**config.mk**
```make
export PLATFORM = sky130hd
export DESIGN_NAME = sliding_window_mean_variance_unit_flat
export DESIGN_NICKNAME = d
export VERILOG_FILES = /design/src/hdl/swmv_pkg.sv /design/src/hdl/swmv_ifc.sv /design/src/hdl/sliding_window_mean_variance_unit.sv /design/src/hdl/swmv_ram.sv /design/src/hdl/swmv_stats.sv /design/src/flat_wrapper.sv
export SDC_FILE = /design/constraint.sdc
export NUM_CORES = 2
export LEC_CHECK = 0
export BUFFER_PORTS_ARGS = -buffer_cell sky130_fd_sc_hd__buf_2
export CAP_MARGIN = 20
export CORE_MARGIN = 2
export CORE_UTILIZATION = 35
export DETAILED_ROUTE_END_ITERATION = 10
export GPL_ROUTABILITY_DRIVEN = 0
export GPL_TIMING_DRIVEN = 0
export MAX_ROUTING_LAYER = met4
export PLACE_DENSITY = 0.52
export SKIP_LAST_GASP = 1
export SLEW_MARGIN = 20
export SYNTH_ARGS = -nofsm -noshare
export SYNTH_HDL_FRONTEND = slang
export SYNTH_SLANG_ARGS = --single-unit
```
**constraint.sdc**
```tcl
create_clock -name i_clk -period 21.7 [get_ports i_clk]
set_input_delay 6.51 -clock i_clk [delete_from_list [all_inputs] [get_ports i_clk]]
set_output_delay 6.51 -clock i_clk [all_outputs]
set_load 0.02 [all_outputs]
```
**src/hdl/swmv_pkg.sv**
```systemverilog
package swmv_pkg;

    localparam int SAMPLE_W    = 16;
    localparam int SQUARE_W    = 2 * SAMPLE_W;
    localparam int SUM_OUT_W   = 20;
    localparam int MEAN_W      = 16;
    localparam int SPREAD_W    = 36;
    localparam int SHIFT_W     = 6;

    localparam logic [SHIFT_W-1:0] SHIFT_RESET = 6'd23;

    // sample leaving the ring stage: new value and the entry it replaced
    typedef struct packed {
        logic [SAMPLE_W-1:0] fresh;
        logic [SAMPLE_W-1:0] old;
    } t_ring_word;

endpackage

```
**src/hdl/swmv_ifc.sv**
```systemverilog
interface swmv_sample_if;
    logic                          valid;
    logic                          ready;
    logic [swmv_pkg::SAMPLE_W-1:0] sample_magnitude;

    modport source (output valid, output sample_magnitude, input ready);
    modport sink   (input valid, input sample_magnitude, output ready);
endinterface

interface swmv_result_if;
    logic                           valid;
    logic                           ready;
    logic [swmv_pkg::SAMPLE_W-1:0]  newest_sample;
    logic [swmv_pkg::SUM_OUT_W-1:0] window_sum;
    logic [swmv_pkg::MEAN_W-1:0]    window_mean;
    logic [swmv_pkg::SPREAD_W-1:0]  scaled_spread;

    modport source (output valid, output newest_sample, output window_sum,
                    output window_mean, output scaled_spread, input ready);
    modport sink   (input valid, input newest_sample, input window_sum,
                    input window_mean, input scaled_spread, output ready);
endinterface

interface swmv_cfg_if;
    logic                         valid;
    logic                         ready;
    logic [swmv_pkg::SHIFT_W-1:0] variance_shift;

    modport source (output valid, output variance_shift, input ready);
    modport sink   (input valid, input variance_shift, output ready);
endinterface

```
**src/hdl/sliding_window_mean_variance_unit.sv**
```systemverilog
// Moving-window mean and spread over a stream of unsigned 16-bit samples.
// Takes one word per cycle, sustained while results are taken, and returns
// one result word per sample after the ring RAM read stage and six
// arithmetic stages (squarings, totals update, reciprocal multiply for the
// mean, mean squared, spread, shift). The ring of the last WINDOW_DEPTH
// samples sits in a RAM with a registered read; the oldest entry is read and
// the new sample written at the same address in the acceptance cycle
// (read-first), so no forwarding is needed. A per-entry live flag, cleared
// by reset, makes never-written entries read as zero; there is no clearing
// pass after reset. The result path is a stalling pipeline that compresses
// bubbles, so input is taken while a finished result waits. variance_shift
// resets to 23; write it only when idle, the block does not enforce it.
module sliding_window_mean_variance_unit #(
    parameter int WINDOW_DEPTH = 16
) (
    input  logic           i_clk,
    input  logic           i_rst_n,
    swmv_sample_if.sink    i_sample,
    swmv_result_if.source  o_result,
    swmv_cfg_if.sink       i_cfg
);

    localparam int ADDR_W = $clog2(WINDOW_DEPTH);
    localparam logic [ADDR_W-1:0] LAST_SLOT = ADDR_W'(WINDOW_DEPTH - 1);

    logic [swmv_pkg::SHIFT_W-1:0] r_shift;

    // write pointer and per-entry live flags
    logic [ADDR_W-1:0]       r_slot, n_slot;
    logic [WINDOW_DEPTH-1:0] r_live;

    // ring stage
    logic                           r_v1;
    logic                           r_live1;
    logic [swmv_pkg::SAMPLE_W-1:0]  r_fresh1;
    logic [swmv_pkg::SAMPLE_W-1:0]  w_rdata;
    logic                           w_rdy1;
    logic                           w_stat_rdy;
    logic                           w_acc;
    swmv_pkg::t_ring_word           w_word;

    assign w_rdy1         = !r_v1 || w_stat_rdy;
    assign i_sample.ready = w_rdy1;
    assign w_acc          = i_sample.valid && w_rdy1;
    assign i_cfg.ready    = 1'b1;

    assign n_slot = (r_slot == LAST_SLOT) ? '0 : r_slot + ADDR_W'(1);

    always_ff @(posedge i_clk) begin
        if (!i_rst_n) begin
            r_shift <= swmv_pkg::SHIFT_RESET;
            r_slot  <= '0;
            r_live  <= '0;
            r_v1    <= 1'b0;
        end else begin
            if (i_cfg.valid) begin
                r_shift <= i_cfg.variance_shift;
            end
            if (w_rdy1) begin
                r_v1 <= i_sample.valid;
            end
            if (w_acc) begin
                r_slot         <= n_slot;
                r_live[r_slot] <= 1'b1;
            end
        end
    end

    always_ff @(posedge i_clk) begin
        if (w_acc) begin
            r_fresh1 <= i_sample.sample_magnitude;
            r_live1  <= r_live[r_slot];
        end
    end

    // oldest sample leaves, newest takes its place in the same cycle
    swmv_ram #(
        .WIDTH (swmv_pkg::SAMPLE_W),
        .DEPTH (WINDOW_DEPTH)
    ) u_ring (
        .i_clk   (i_clk),
        .i_we    (w_acc),
        .i_waddr (r_slot),
        .i_wdata (i_sample.sample_magnitude),
        .i_re    (w_acc),
        .i_raddr (r_slot),
        .o_rdata (w_rdata)
    );

    // entry never written counts as zero
    assign w_word.fresh = r_fresh1;
    assign w_word.old   = r_live1 ? w_rdata : '0;

    swmv_stats #(
        .WINDOW_DEPTH (WINDOW_DEPTH)
    ) u_stats (
        .i_clk    (i_clk),
        .i_rst_n  (i_rst_n),
        .i_valid  (r_v1),
        .o_ready  (w_stat_rdy),
        .i_word   (w_word),
        .i_shift  (r_shift),
        .o_result (o_result)
    );

endmodule

```
**src/hdl/swmv_ram.sv**
```systemverilog
// simple dual-port RAM, registered read, read-first on address collision
module swmv_ram #(
    parameter int WIDTH = 16,
    parameter int DEPTH = 16
) (
    input  logic                     i_clk,
    input  logic                     i_we,
    input  logic [$clog2(DEPTH)-1:0] i_waddr,
    input  logic [WIDTH-1:0]         i_wdata,
    input  logic                     i_re,
    input  logic [$clog2(DEPTH)-1:0] i_raddr,
    output logic [WIDTH-1:0]         o_rdata
);

    logic [WIDTH-1:0] r_mem [DEPTH];
    logic [WIDTH-1:0] r_rdata;

    always_ff @(posedge i_clk) begin
        if (i_re) begin
            r_rdata <= r_mem[i_raddr];
        end
        if (i_we) begin
            r_mem[i_waddr] <= i_wdata;
        end
    end

    assign o_rdata = r_rdata;

endmodule

```
**src/hdl/swmv_stats.sv**
```systemverilog
// totals update, mean by reciprocal multiply, spread and shift
module swmv_stats #(
    parameter int WINDOW_DEPTH = 16
) (
    input  logic                         i_clk,
    input  logic                         i_rst_n,
    input  logic                         i_valid,
    output logic                         o_ready,
    input  swmv_pkg::t_ring_word         i_word,
    input  logic [swmv_pkg::SHIFT_W-1:0] i_shift,
    swmv_result_if.source                o_result
);

    localparam int LOG_D  = $clog2(WINDOW_DEPTH);
    localparam int SUM_W  = swmv_pkg::SAMPLE_W + LOG_D;
    localparam int SQ_W   = swmv_pkg::SQUARE_W + LOG_D;
    localparam int MULT_W = SUM_W + 2;
    localparam int PROD_W = SUM_W + MULT_W;
    localparam int K      = SUM_W + LOG_D;
    localparam longint unsigned MULT_L =
        ((64'd1 << K) + WINDOW_DEPTH - 1) / WINDOW_DEPTH;
    localparam logic [MULT_W-1:0] MULT     = MULT_W'(MULT_L);
    localparam logic [SQ_W-1:0]   DEPTH_SQ = SQ_W'(WINDOW_DEPTH);
    localparam int SW  = swmv_pkg::SAMPLE_W;
    localparam int QW  = swmv_pkg::SQUARE_W;
    localparam int MW  = swmv_pkg::MEAN_W;
    localparam int SPW = swmv_pkg::SPREAD_W;
    localparam int SOW = swmv_pkg::SUM_OUT_W;

    // stage valids
    logic r_v2, r_v3, r_v4, r_v5, r_v6, r_v7;
    logic w_rdy2, w_rdy3, w_rdy4, w_rdy5, w_rdy6, w_rdy7;

    // running totals
    logic [SUM_W-1:0] r_sum, n_sum;
    logic [SQ_W-1:0]  r_sq, n_sq;

    logic [SW-1:0]     r_new2, r_old2, r_new3, r_new4, r_new5, r_new6;
    logic [QW-1:0]     r_sqn2, r_sqo2, r_msq5;
    logic [SUM_W-1:0]  r_sum3, r_sum4, r_sum5, r_sum6;
    logic [SQ_W-1:0]   r_sq3, r_sq4, r_sq5, r_raw6;
    logic [PROD_W-1:0] r_prod4;
    logic [MW-1:0]     r_mean5, r_mean6, w_mean4;
    logic [SQ_W+SPW-1:0] w_shifted;
    logic [SUM_W+SOW-1:0] w_sum_ext;

    logic [SW-1:0]  r_o_new;
    logic [SOW-1:0] r_o_sum;
    logic [MW-1:0]  r_o_mean;
    logic [SPW-1:0] r_o_spread;

    assign w_rdy7  = !r_v7 || o_result.ready;
    assign w_rdy6  = !r_v6 || w_rdy7;
    assign w_rdy5  = !r_v5 || w_rdy6;
    assign w_rdy4  = !r_v4 || w_rdy5;
    assign w_rdy3  = !r_v3 || w_rdy4;
    assign w_rdy2  = !r_v2 || w_rdy3;
    assign o_ready = w_rdy2;

    assign n_sum = r_sum - SUM_W'(r_old2) + SUM_W'(r_new2);
    assign n_sq  = r_sq - SQ_W'(r_sqo2) + SQ_W'(r_sqn2);

    assign w_mean4   = r_prod4[K +: MW];
    assign w_shifted = {{SPW{1'b0}}, r_raw6} >> i_shift;
    assign w_sum_ext = {{SOW{1'b0}}, r_sum6};

    always_ff @(posedge i_clk) begin
        if (!i_rst_n) begin
            r_v2  <= 1'b0;
            r_v3  <= 1'b0;
            r_v4  <= 1'b0;
            r_v5  <= 1'b0;
            r_v6  <= 1'b0;
            r_v7  <= 1'b0;
            r_sum <= '0;
            r_sq  <= '0;
        end else begin
            if (w_rdy2) r_v2 <= i_valid;
            if (w_rdy3) r_v3 <= r_v2;
            if (w_rdy4) r_v4 <= r_v3;
            if (w_rdy5) r_v5 <= r_v4;
            if (w_rdy6) r_v6 <= r_v5;
            if (w_rdy7) r_v7 <= r_v6;
            if (w_rdy3 && r_v2) begin
                r_sum <= n_sum;
                r_sq  <= n_sq;
            end
        end
    end

    // payload, no reset
    always_ff @(posedge i_clk) begin
        if (w_rdy2 && i_valid) begin
            r_new2 <= i_word.fresh;
            r_old2 <= i_word.old;
            r_sqn2 <= QW'(i_word.fresh) * QW'(i_word.fresh);
            r_sqo2 <= QW'(i_word.old) * QW'(i_word.old);
        end
        if (w_rdy3 && r_v2) begin
            r_new3 <= r_new2;
            r_sum3 <= n_sum;
            r_sq3  <= n_sq;
        end
        if (w_rdy4 && r_v3) begin
            r_new4  <= r_new3;
            r_sum4  <= r_sum3;
            r_sq4   <= r_sq3;
            r_prod4 <= PROD_W'(r_sum3) * PROD_W'(MULT);
        end
        if (w_rdy5 && r_v4) begin
            r_new5  <= r_new4;
            r_sum5  <= r_sum4;
            r_sq5   <= r_sq4;
            r_mean5 <= w_mean4;
            r_msq5  <= QW'(w_mean4) * QW'(w_mean4);
        end
        if (w_rdy6 && r_v5) begin
            r_new6  <= r_new5;
            r_sum6  <= r_sum5;
            r_mean6 <= r_mean5;
            r_raw6  <= r_sq5 - SQ_W'(r_msq5) * DEPTH_SQ;
        end
        if (w_rdy7 && r_v6) begin
            r_o_new    <= r_new6;
            r_o_sum    <= w_sum_ext[SOW-1:0];
            r_o_mean   <= r_mean6;
            r_o_spread <= w_shifted[SPW-1:0];
        end
    end

    assign o_result.valid         = r_v7;
    assign o_result.newest_sample = r_o_new;
    assign o_result.window_sum    = r_o_sum;
    assign o_result.window_mean   = r_o_mean;
    assign o_result.scaled_spread = r_o_spread;

endmodule

```
**src/flat_wrapper.sv**
```systemverilog
// flat-port wrapper written by rule: the top's interface ports become plain ports
module sliding_window_mean_variance_unit_flat 
#(
    parameter int WINDOW_DEPTH = 16
)
  (i_clk, i_rst_n, i_sample_valid, i_sample_sample_magnitude, i_sample_ready, o_result_valid, o_result_newest_sample, o_result_window_sum, o_result_window_mean, o_result_scaled_spread, o_result_ready, i_cfg_valid, i_cfg_variance_shift, i_cfg_ready);
  swmv_sample_if i_sample_i ();
  swmv_result_if o_result_i ();
  swmv_cfg_if i_cfg_i ();
  input  logic i_clk;
  input  logic i_rst_n;
  input wire logic [$bits(i_sample_i.valid)-1:0] i_sample_valid;
  input wire logic [$bits(i_sample_i.sample_magnitude)-1:0] i_sample_sample_magnitude;
  output wire logic [$bits(i_sample_i.ready)-1:0] i_sample_ready;
  output wire logic [$bits(o_result_i.valid)-1:0] o_result_valid;
  output wire logic [$bits(o_result_i.newest_sample)-1:0] o_result_newest_sample;
  output wire logic [$bits(o_result_i.window_sum)-1:0] o_result_window_sum;
  output wire logic [$bits(o_result_i.window_mean)-1:0] o_result_window_mean;
  output wire logic [$bits(o_result_i.scaled_spread)-1:0] o_result_scaled_spread;
  input wire logic [$bits(o_result_i.ready)-1:0] o_result_ready;
  input wire logic [$bits(i_cfg_i.valid)-1:0] i_cfg_valid;
  input wire logic [$bits(i_cfg_i.variance_shift)-1:0] i_cfg_variance_shift;
  output wire logic [$bits(i_cfg_i.ready)-1:0] i_cfg_ready;
  assign i_sample_i.valid = i_sample_valid;
  assign i_sample_i.sample_magnitude = i_sample_sample_magnitude;
  assign i_sample_ready = i_sample_i.ready;
  assign o_result_valid = o_result_i.valid;
  assign o_result_newest_sample = o_result_i.newest_sample;
  assign o_result_window_sum = o_result_i.window_sum;
  assign o_result_window_mean = o_result_i.window_mean;
  assign o_result_scaled_spread = o_result_i.scaled_spread;
  assign o_result_i.ready = o_result_ready;
  assign i_cfg_i.valid = i_cfg_valid;
  assign i_cfg_i.variance_shift = i_cfg_variance_shift;
  assign i_cfg_ready = i_cfg_i.ready;
  sliding_window_mean_variance_unit #(.WINDOW_DEPTH(WINDOW_DEPTH)) u_core (.i_clk(i_clk), .i_rst_n(i_rst_n), .i_sample(i_sample_i), .o_result(o_result_i), .i_cfg(i_cfg_i));
endmodule
```
### Word level (Yosys, flattened, before mapping)

Memories as Yosys holds them, arrays and structs flattened. A register that Yosys moved wholly into a read port is not among the register bits.
Cells that the tools add are included.

| operators by class | value |
|---|---|
| bitwise logic cells | 1 |
| reductions and logical operators | 22 |
| muxes and demuxes | 8 |
| eq/ne operators | 1 |
| $mul | 3 |
| add/sub/neg operators | 6 |
| order comparisons | 2 |
| shifts and indexed selects | 1 |

Operator list:

| operator | number |
|---|---|
| multiplier 16 x 16 -> 32 bit | 3 |
| adder 36 x 32 -> 36 bit | 1 |
| >> shifter 36 x 6 -> 36 bit | 1 |
| subtractor 36 x 32 -> 36 bit | 1 |
| subtractor 36 bit | 1 |
| adder 20 x 16 -> 20 bit | 1 |
| subtractor 20 x 16 -> 20 bit | 1 |
| 2-to-1 mux 16 bit | 1 |
| bitwise OR 16 bit | 1 |
| logical AND 1 bit | 8 |
| logical NOT 1 bit | 7 |
| logical OR 1 bit | 7 |
| < comparator 4 x 5 -> 1 bit, second input constant | 1 |
| adder 4 x 1 -> 4 bit, second input constant | 1 |
| binary-select mux 1 bit (select 4 bit) | 1 |
| demux 1 bit (select 4 bit) | 1 |
| == test 4 bit, second input constant | 1 |
| >= comparator 4 x 1 -> 1 bit, second input constant | 1 |
| 2-to-1 mux 1 bit | 4 |
| 2-to-1 mux 4 bit | 1 |

| word-level totals | value |
|---|---|
| memories | 1 |
| bits in registers | 642 |
| output and inout port bits | 91 |
| memory bits (writable) | 256 |

Memory list:

| name | depth | bits a word | read ports | clocked after Yosys merged registers in | write ports | RTL line | text |
|---|---|---|---|---|---|---|---|
| u_core.u_ring.r_mem | 16 | 16 | 1 | 1 | 1 | swmv_ram.sv:15 | `logic [WIDTH-1:0] r_mem [DEPTH];` |

### Logic depth before layout (Yosys ltp)

| logic depth | value |
|---|---|
| depth in word-level cells | 11 |
| mapped depth | 27 |
| depth with buffers taken out | 26 |

### Hierarchy

A second synthesis with hierarchy kept.

| unflattened totals | value |
|---|---|
| cells, all modules | 4941 |
| area, all modules | 58154.5 um^2 |

By module, submodules not included:

| module | sequential area each (um^2) | cells an instance | area each (um^2) | times used |
|---|---|---|---|---|
| swmv_stats | 15715.1 | 4353 | 46118.0 | 1 |
| swmv_ram | 8167.8 | 432 | 10203.5 | 1 |
| sliding_window_mean_variance_unit | 1051.0 | 156 | 1833.0 | 1 |

### Worst setup path after synthesis

Ideal clock, no wire load.

| timing | value |
|---|---|
| path type | input to register |
| from | in o_result_ready |
| to | reg u_core.u_stats.r_msq5[0] (enable) |
| buffers on the path | 0 |
| setup slack | 6834 ps |
| arrival time | 14147 ps |
| cell stages on the path | 3 |
| cells stage by stage | nor2b_1 and2_1 a21boi_0 |

| between the ends | value |
|---|---|
| longest elaborated chain between the ends | 4 |

RTL lines:

| element | RTL line | text |
|---|---|---|
| start, declared | flat_wrapper.sv:20 | `input wire logic [$bits(o_result_i.ready)-1:0] o_result_ready;` |
| logical OR 1 bit | swmv_stats.sv:52 | `assign w_rdy7 = !r_v7 \|\| o_result.ready;` |
| logical OR 1 bit | swmv_stats.sv:53 | `assign w_rdy6 = !r_v6 \|\| w_rdy7;` |
| logical OR 1 bit | swmv_stats.sv:54 | `assign w_rdy5 = !r_v5 \|\| w_rdy6;` |
| logical AND 1 bit | swmv_stats.sv:110 | `if (w_rdy5 && r_v4) begin` |
| end signal, assigned | swmv_stats.sv:115 | `r_msq5 <= QW'(w_mean4) * QW'(w_mean4);` |
| end, declared | swmv_stats.sv:39 | `logic [QW-1:0] r_sqn2, r_sqo2, r_msq5;` |

No other way between the ends.
A chain may end at the register's enable or synchronous reset.

### Worst setup path after layout

| timing | value |
|---|---|
| from | in o_result_ready |
| to | out i_sample_ready |

| between the ends | value |
|---|---|
| longest elaborated chain between the ends | 7 |

RTL lines:

| element | RTL line | text |
|---|---|---|
| logical OR 1 bit | swmv_stats.sv:52 |  |
| logical OR 1 bit | swmv_stats.sv:53 |  |
| logical OR 1 bit | swmv_stats.sv:54 |  |
| logical OR 1 bit | swmv_stats.sv:55 | `assign w_rdy4 = !r_v4 \|\| w_rdy5;` |
| logical OR 1 bit | swmv_stats.sv:56 | `assign w_rdy3 = !r_v3 \|\| w_rdy4;` |
| logical OR 1 bit | swmv_stats.sv:57 | `assign w_rdy2 = !r_v2 \|\| w_rdy3;` |
| logical OR 1 bit | sliding_window_mean_variance_unit.sv:42 | `assign w_rdy1 = !r_v1 \|\| w_stat_rdy;` |
| end, declared | flat_wrapper.sv:14 | `output wire logic [$bits(i_sample_i.ready)-1:0] i_sample_ready;` |

No other way between the ends.

==> impl_summary.md <==
Yosys
The Yosys step of the flow raised 0 warnings. The synthesized netlist devotes 6.89% of its cell area to compound gates. The count of flip-flops with a built-in enable after synthesis is between 700 and 800.

The area of the mapped netlist is 57600 um^2. Of the post-synthesis cell area, the part taken by muxes is 4.90%. After synthesis, the largest family of logic cells by area is adder cells.

Of the total synthesized cell area, the portion taken by XOR and XNOR cells is 2.83%. Of the total synthesized cell area, the portion taken by full adders, half adders and majority gates is 27.0%. The share of the Yosys chip area taken by registers is a little over two fifths. The number of different library cells used by synthesis comes to 85. The post-synthesis register bit count is 860.

The cell count after synthesis came out at 4784. The fraction of registers with async set/reset is 0%. After Yosys synthesis, and, or, nand and nor cells account for ~7.8% of the synthesized area.

The flip-flop cell with the highest count after synthesis is sky130_fd_sc_hd__edfxtp_1. The total nets after synthesis is between 5k and 6k. Dividing the synthesized area by the synthesized cell count gives 12.0 um^2.

Finish
The number of nets in the layout is between 5k and 6k. The post-route cell area is ~65000 um^2. In the final layout, the share of cells above drive strength 1 is 9.86%. The layout-stage area growth over the synthesis result is 12.9%.

The number of filler instances in the final layout is roughly 16k. The footprint of the flip-flops and latches is 24900 um^2. The footprint of the multi-input gates is between 20000 and 30000 um^2.

Critical path
In this design, the largest share of critical-path delay is due to simple AND/OR/NAND/NOR gates. Data on the critical path arrives at its endpoint at 8.62 ns. The worst setup path is captured at a primary output.

The total buffers and inverters traversed by the critical path is 2. Counting cells, the worst reg-to-reg path comes to 23. The slowest stage of the critical path belongs to the cell sky130_fd_sc_hd__and3_1. Along the worst path, the maximum fanout reaches 5. The critical path in this run is classified as input port to primary output. The end of the worst register-to-register path is u_core.u_stats.r_sqo2[27]$_DFFE_PP_. The source of the worst register-to-register timing path is u_core.r_live1$_DFFE_PP_. The worst setup path is launched from an input port. The critical path goes through buf_2 -> nor2b_1 -> and2_1 -> and3_1 -> and3_1 -> nand2_1 -> buf_2. At the worst endpoint, the required time is 15.19 ns.

The largest single stage delay on the critical path is about 0.55 ns. Across all register-to-register paths, the minimum setup slack is 13.92 ns.

Clocking
The buffer depth of the longest clock path is 3. The quantity of gates resized following cts is 0. The number of clock buffers inserted by TritonCTS is between 90 and 100.

The TritonCTS clock tree is done. The later pin in the worst-skew pair is clocked with a latency of 0.75 ns. The library cell used as clock root buffer is sky130_fd_sc_hd__clkbuf_16.

Clock-pin slew was measured on the worst setup and hold paths at 0.06 ns. The total number of H-tree levels is 3. Post-CTS timing repair inserted 0 buffers for setup. CTS saw 860 sinks. The count of hold buffers inserted by post-cts repair is 0.

Floorplanning
The total area inside the core boundary comes to 163000 um^2. The initial cell density of the core is 35.3%. The die outline height is 410 um.

The die covers 168000 um^2. Measured along the x axis, the die boundary spans around 410 um. In this run the core area contains 148 standard-cell rows.

Pin placement for this block handled 118 I/O pins.

Run status
The flow ran to the end, and the final reports show no timing, DRC or antenna violations.

Global route
The global-route wire length before repair is 216000 um. The number of global-route vias before repair came to 36.2k. The number of antenna violations at the first check in global routing is 3. Global routing used about 17% of the available tracks across all layers. After global routing the overflow that remains totals 0. Entering global routing, the biggest net connects 31 pins.

Hold path
In this run the most critical hold path is launched from u_core.u_stats.r_sum3[16]$_DFFE_PP_. The type of the tightest min-delay check is register to register. The hold path depth is 0. The worst min-delay path endpoint is u_core.u_stats.r_sum4[16]$_DFFE_PP_.

Detailed routing
The via density per instance is 4.76. For this run, the detailed router's first-pass iteration total came to 5. The wire length after detailed routing is 138000 um. For this run, design rule violations remaining after detail routing come to 0. The post-route antenna net violation count is 0. In the final routed layout, each cell accounts on average for 18.9 um. The violation count after the first detailed-routing iteration is around 2.2k. The detailed-route via count is 34.7k.

STA
For the pin with the worst max-slew slack, the measured transition is approximately 1.1 ns. The final critical path takes up 69.7% of the cycle. The post-route clock skew is ~0.05 ns. The final-report setup violation count is 0. Setup repair after global routing left no endpoint under its margin. The highest clock rate is 66.1 MHz. The final critical path time including I/O delays and setup is 15.13 ns. The total count of max-transition violations in the final report was 0. Adding up every negative setup slack in the final design gives 0 ns.

In this run the tightest slew margin relative to its limit is about a quarter. The total count of hold-check failures in the final report is 0.

Power
Summed over all cells, the static leakage comes to 27.8 nW. The internal cell power is 5.02 mW. The maximum vdd drop is 0.000160 V. Summed over all nets, the switching power comes to 3.38 mW. Of the total power, combinational logic draws 53.1%. The share of power burned in registers is a little over a quarter. Dividing total power by cell area gives a power density of about 130 nW/um^2. The switching share of total power is 40.3%. The clock network fraction of total power is 20.3%.

Job
Max-cap violations in this run came to 0.

Placement
The half-perimeter wire length after placement is about 110000 um. The count of buffers added on input and output ports is between 100 and 150. Summing all placed instances gives a cell area of 61700 um^2.
-- worst max path at each step --
stage,endpoint,depth (start not counted),start,slack [ns]
floorplan,u_core.u_stats.r_msq5[0]$_DFFE_PP_,3,o_result_ready,6.83
global placement,u_core.u_stats.r_sum5[19]$_DFFE_PP_,4,o_result_ready,2.20
detailed placement,i_sample_ready,7,o_result_ready,6.63
CTS,i_sample_ready,7,o_result_ready,6.62
global route,i_sample_ready,7,o_result_ready,6.45
finish,i_sample_ready,7,o_result_ready,6.57
-- routing by layer --
metal / track usage, % / up-vias / wire length (um) / part of all wire [%]
li1: - / 16458 / - / -
met4: 5.05 / 0 / 3940 / 2.9
met1: 22.4 / 17271 / 60800 / 44
met2: 27.7 / 779 / 66000 / 48
met3: 2.88 / 185 / 7080 / 5.1
met5: - / - / 0 / 0
-- cells in the mapped netlist, types with 23 or more instances --
master                     instances  share of area (%)
sky130_fd_sc_hd__inv_1           925                6.0
sky130_fd_sc_hd__edfxtp_1        771                 40
sky130_fd_sc_hd__fa_1            537                 19
sky130_fd_sc_hd__nand2_1         430                2.8
sky130_fd_sc_hd__ha_1            384                8.3
sky130_fd_sc_hd__nor2_1          197                1.3
sky130_fd_sc_hd__a21oi_1         189                1.6
sky130_fd_sc_hd__clkbuf_1        138               0.90
sky130_fd_sc_hd__xnor2_1         133                2.0
sky130_fd_sc_hd__mux4_2          111                4.3
sky130_fd_sc_hd__and2_1          110                1.2
sky130_fd_sc_hd__dfxtp_1          89                3.1
sky130_fd_sc_hd__a21o_1           81                1.1
sky130_fd_sc_hd__o21ai_0          80               0.69
sky130_fd_sc_hd__and3_1           66               0.72
sky130_fd_sc_hd__xor2_1           53               0.81
sky130_fd_sc_hd__nor2b_1          46               0.50
sky130_fd_sc_hd__o21a_1           41               0.53
sky130_fd_sc_hd__nand3_1          35               0.30
sky130_fd_sc_hd__a211oi_1         27               0.35
sky130_fd_sc_hd__a31oi_1          25               0.27
sky130_fd_sc_hd__a21boi_0         23               0.30
-- logic make-up after synthesis --
family                     count (synthesis)
AOI/OAI and AO/OA                        596
xor gates and xnor gates                 186
adders and majority gates                921
buffers and inverters                   1099
DFF                                      860
muxes                                    142
other                                      1
and+or+nand+nor                          979
-- cell type report --
type / count / area share [%]
Antenna cell: 2 / 0.00769
Clock inverter: 44 / 1.02
Sequential cell: 860 / 38.3
Buffer: 173 / 1.12
Multi-Input combinational cell: 2825 / 44.0
Clock buffer: 139 / 4.14
Timing Repair Buffer: 146 / 1.83
Tap cell: 2175 / 4.18
Inverter: 926 / 5.34
-- metrics by stage --
stage / std cells / setup slack (ns) / hold slack, ns / power, mW / util [%]
floorplan: 4784 / 6.83 / 0.400 / 5.65 / -
global placement: 7073 / 2.20 / 0.400 / 6.73 / 37.3
detailed placement: 7104 / 6.63 / 0.405 / 6.73 / 37.8
CTS: 7287 / 6.62 / 0.397 / 8.50 / 39.9
global route: 7288 / 6.45 / 0.420 / 9.16 / 39.9
finish: 7290 / 6.57 / 0.400 / 8.40 / 39.9
-- flip-flops by register name, indices dropped and copies added (netlist names), 30 cells and up --
register and cells:
u_core.u_stats.r_sq 36, u_core.u_stats.r_sq4 36, u_core.u_stats.r_raw6 36, u_core.u_stats.r_msq5 31, u_core.u_ring.r_mem 256, u_core.u_stats.r_sqo2 30, u_core.u_stats.r_sqn2 30, u_core.u_stats.r_sq5 36
u_core.u_stats.r_sq3 36, u_core.u_stats.o_result.scaled_spread 36
-- cell usage in the layout, fill, tap and decap left out, drive strengths merged, types with 9 or more instances in the layout --
cell	n
inv	931
edfxtp	771
fa	537
nand2	430
ha	384
clkbuf	277
nor2	198
a21oi	193
buf	181
xnor2	133
and2	112
mux4	111
o21ai	91
dfxtp	89
a21o	82
and3	66
xor2	53
nor2b	46
o21a	41
nand3	35
a211oi	31
a21boi	28
a31oi	25
clkinv	23
o21bai	22
mux2i	22
nand2b	22
nor3	22
nand4	18
o211ai	12
or2	10
bufinv	10
a31o	10
mux2	9
-- power by group through the flow --
stage               Clock, mW  Sequential, mW  Combinational [mW]
floorplan                   0            2.24                3.41
global placement            0            2.28                4.45
detailed placement          0            2.27                4.46
CTS                      1.75            2.24                4.51
global route             1.81            2.25                5.10
finish                   1.70            2.24                4.46
No activity file was read; power rests on OpenSTA's default activity.
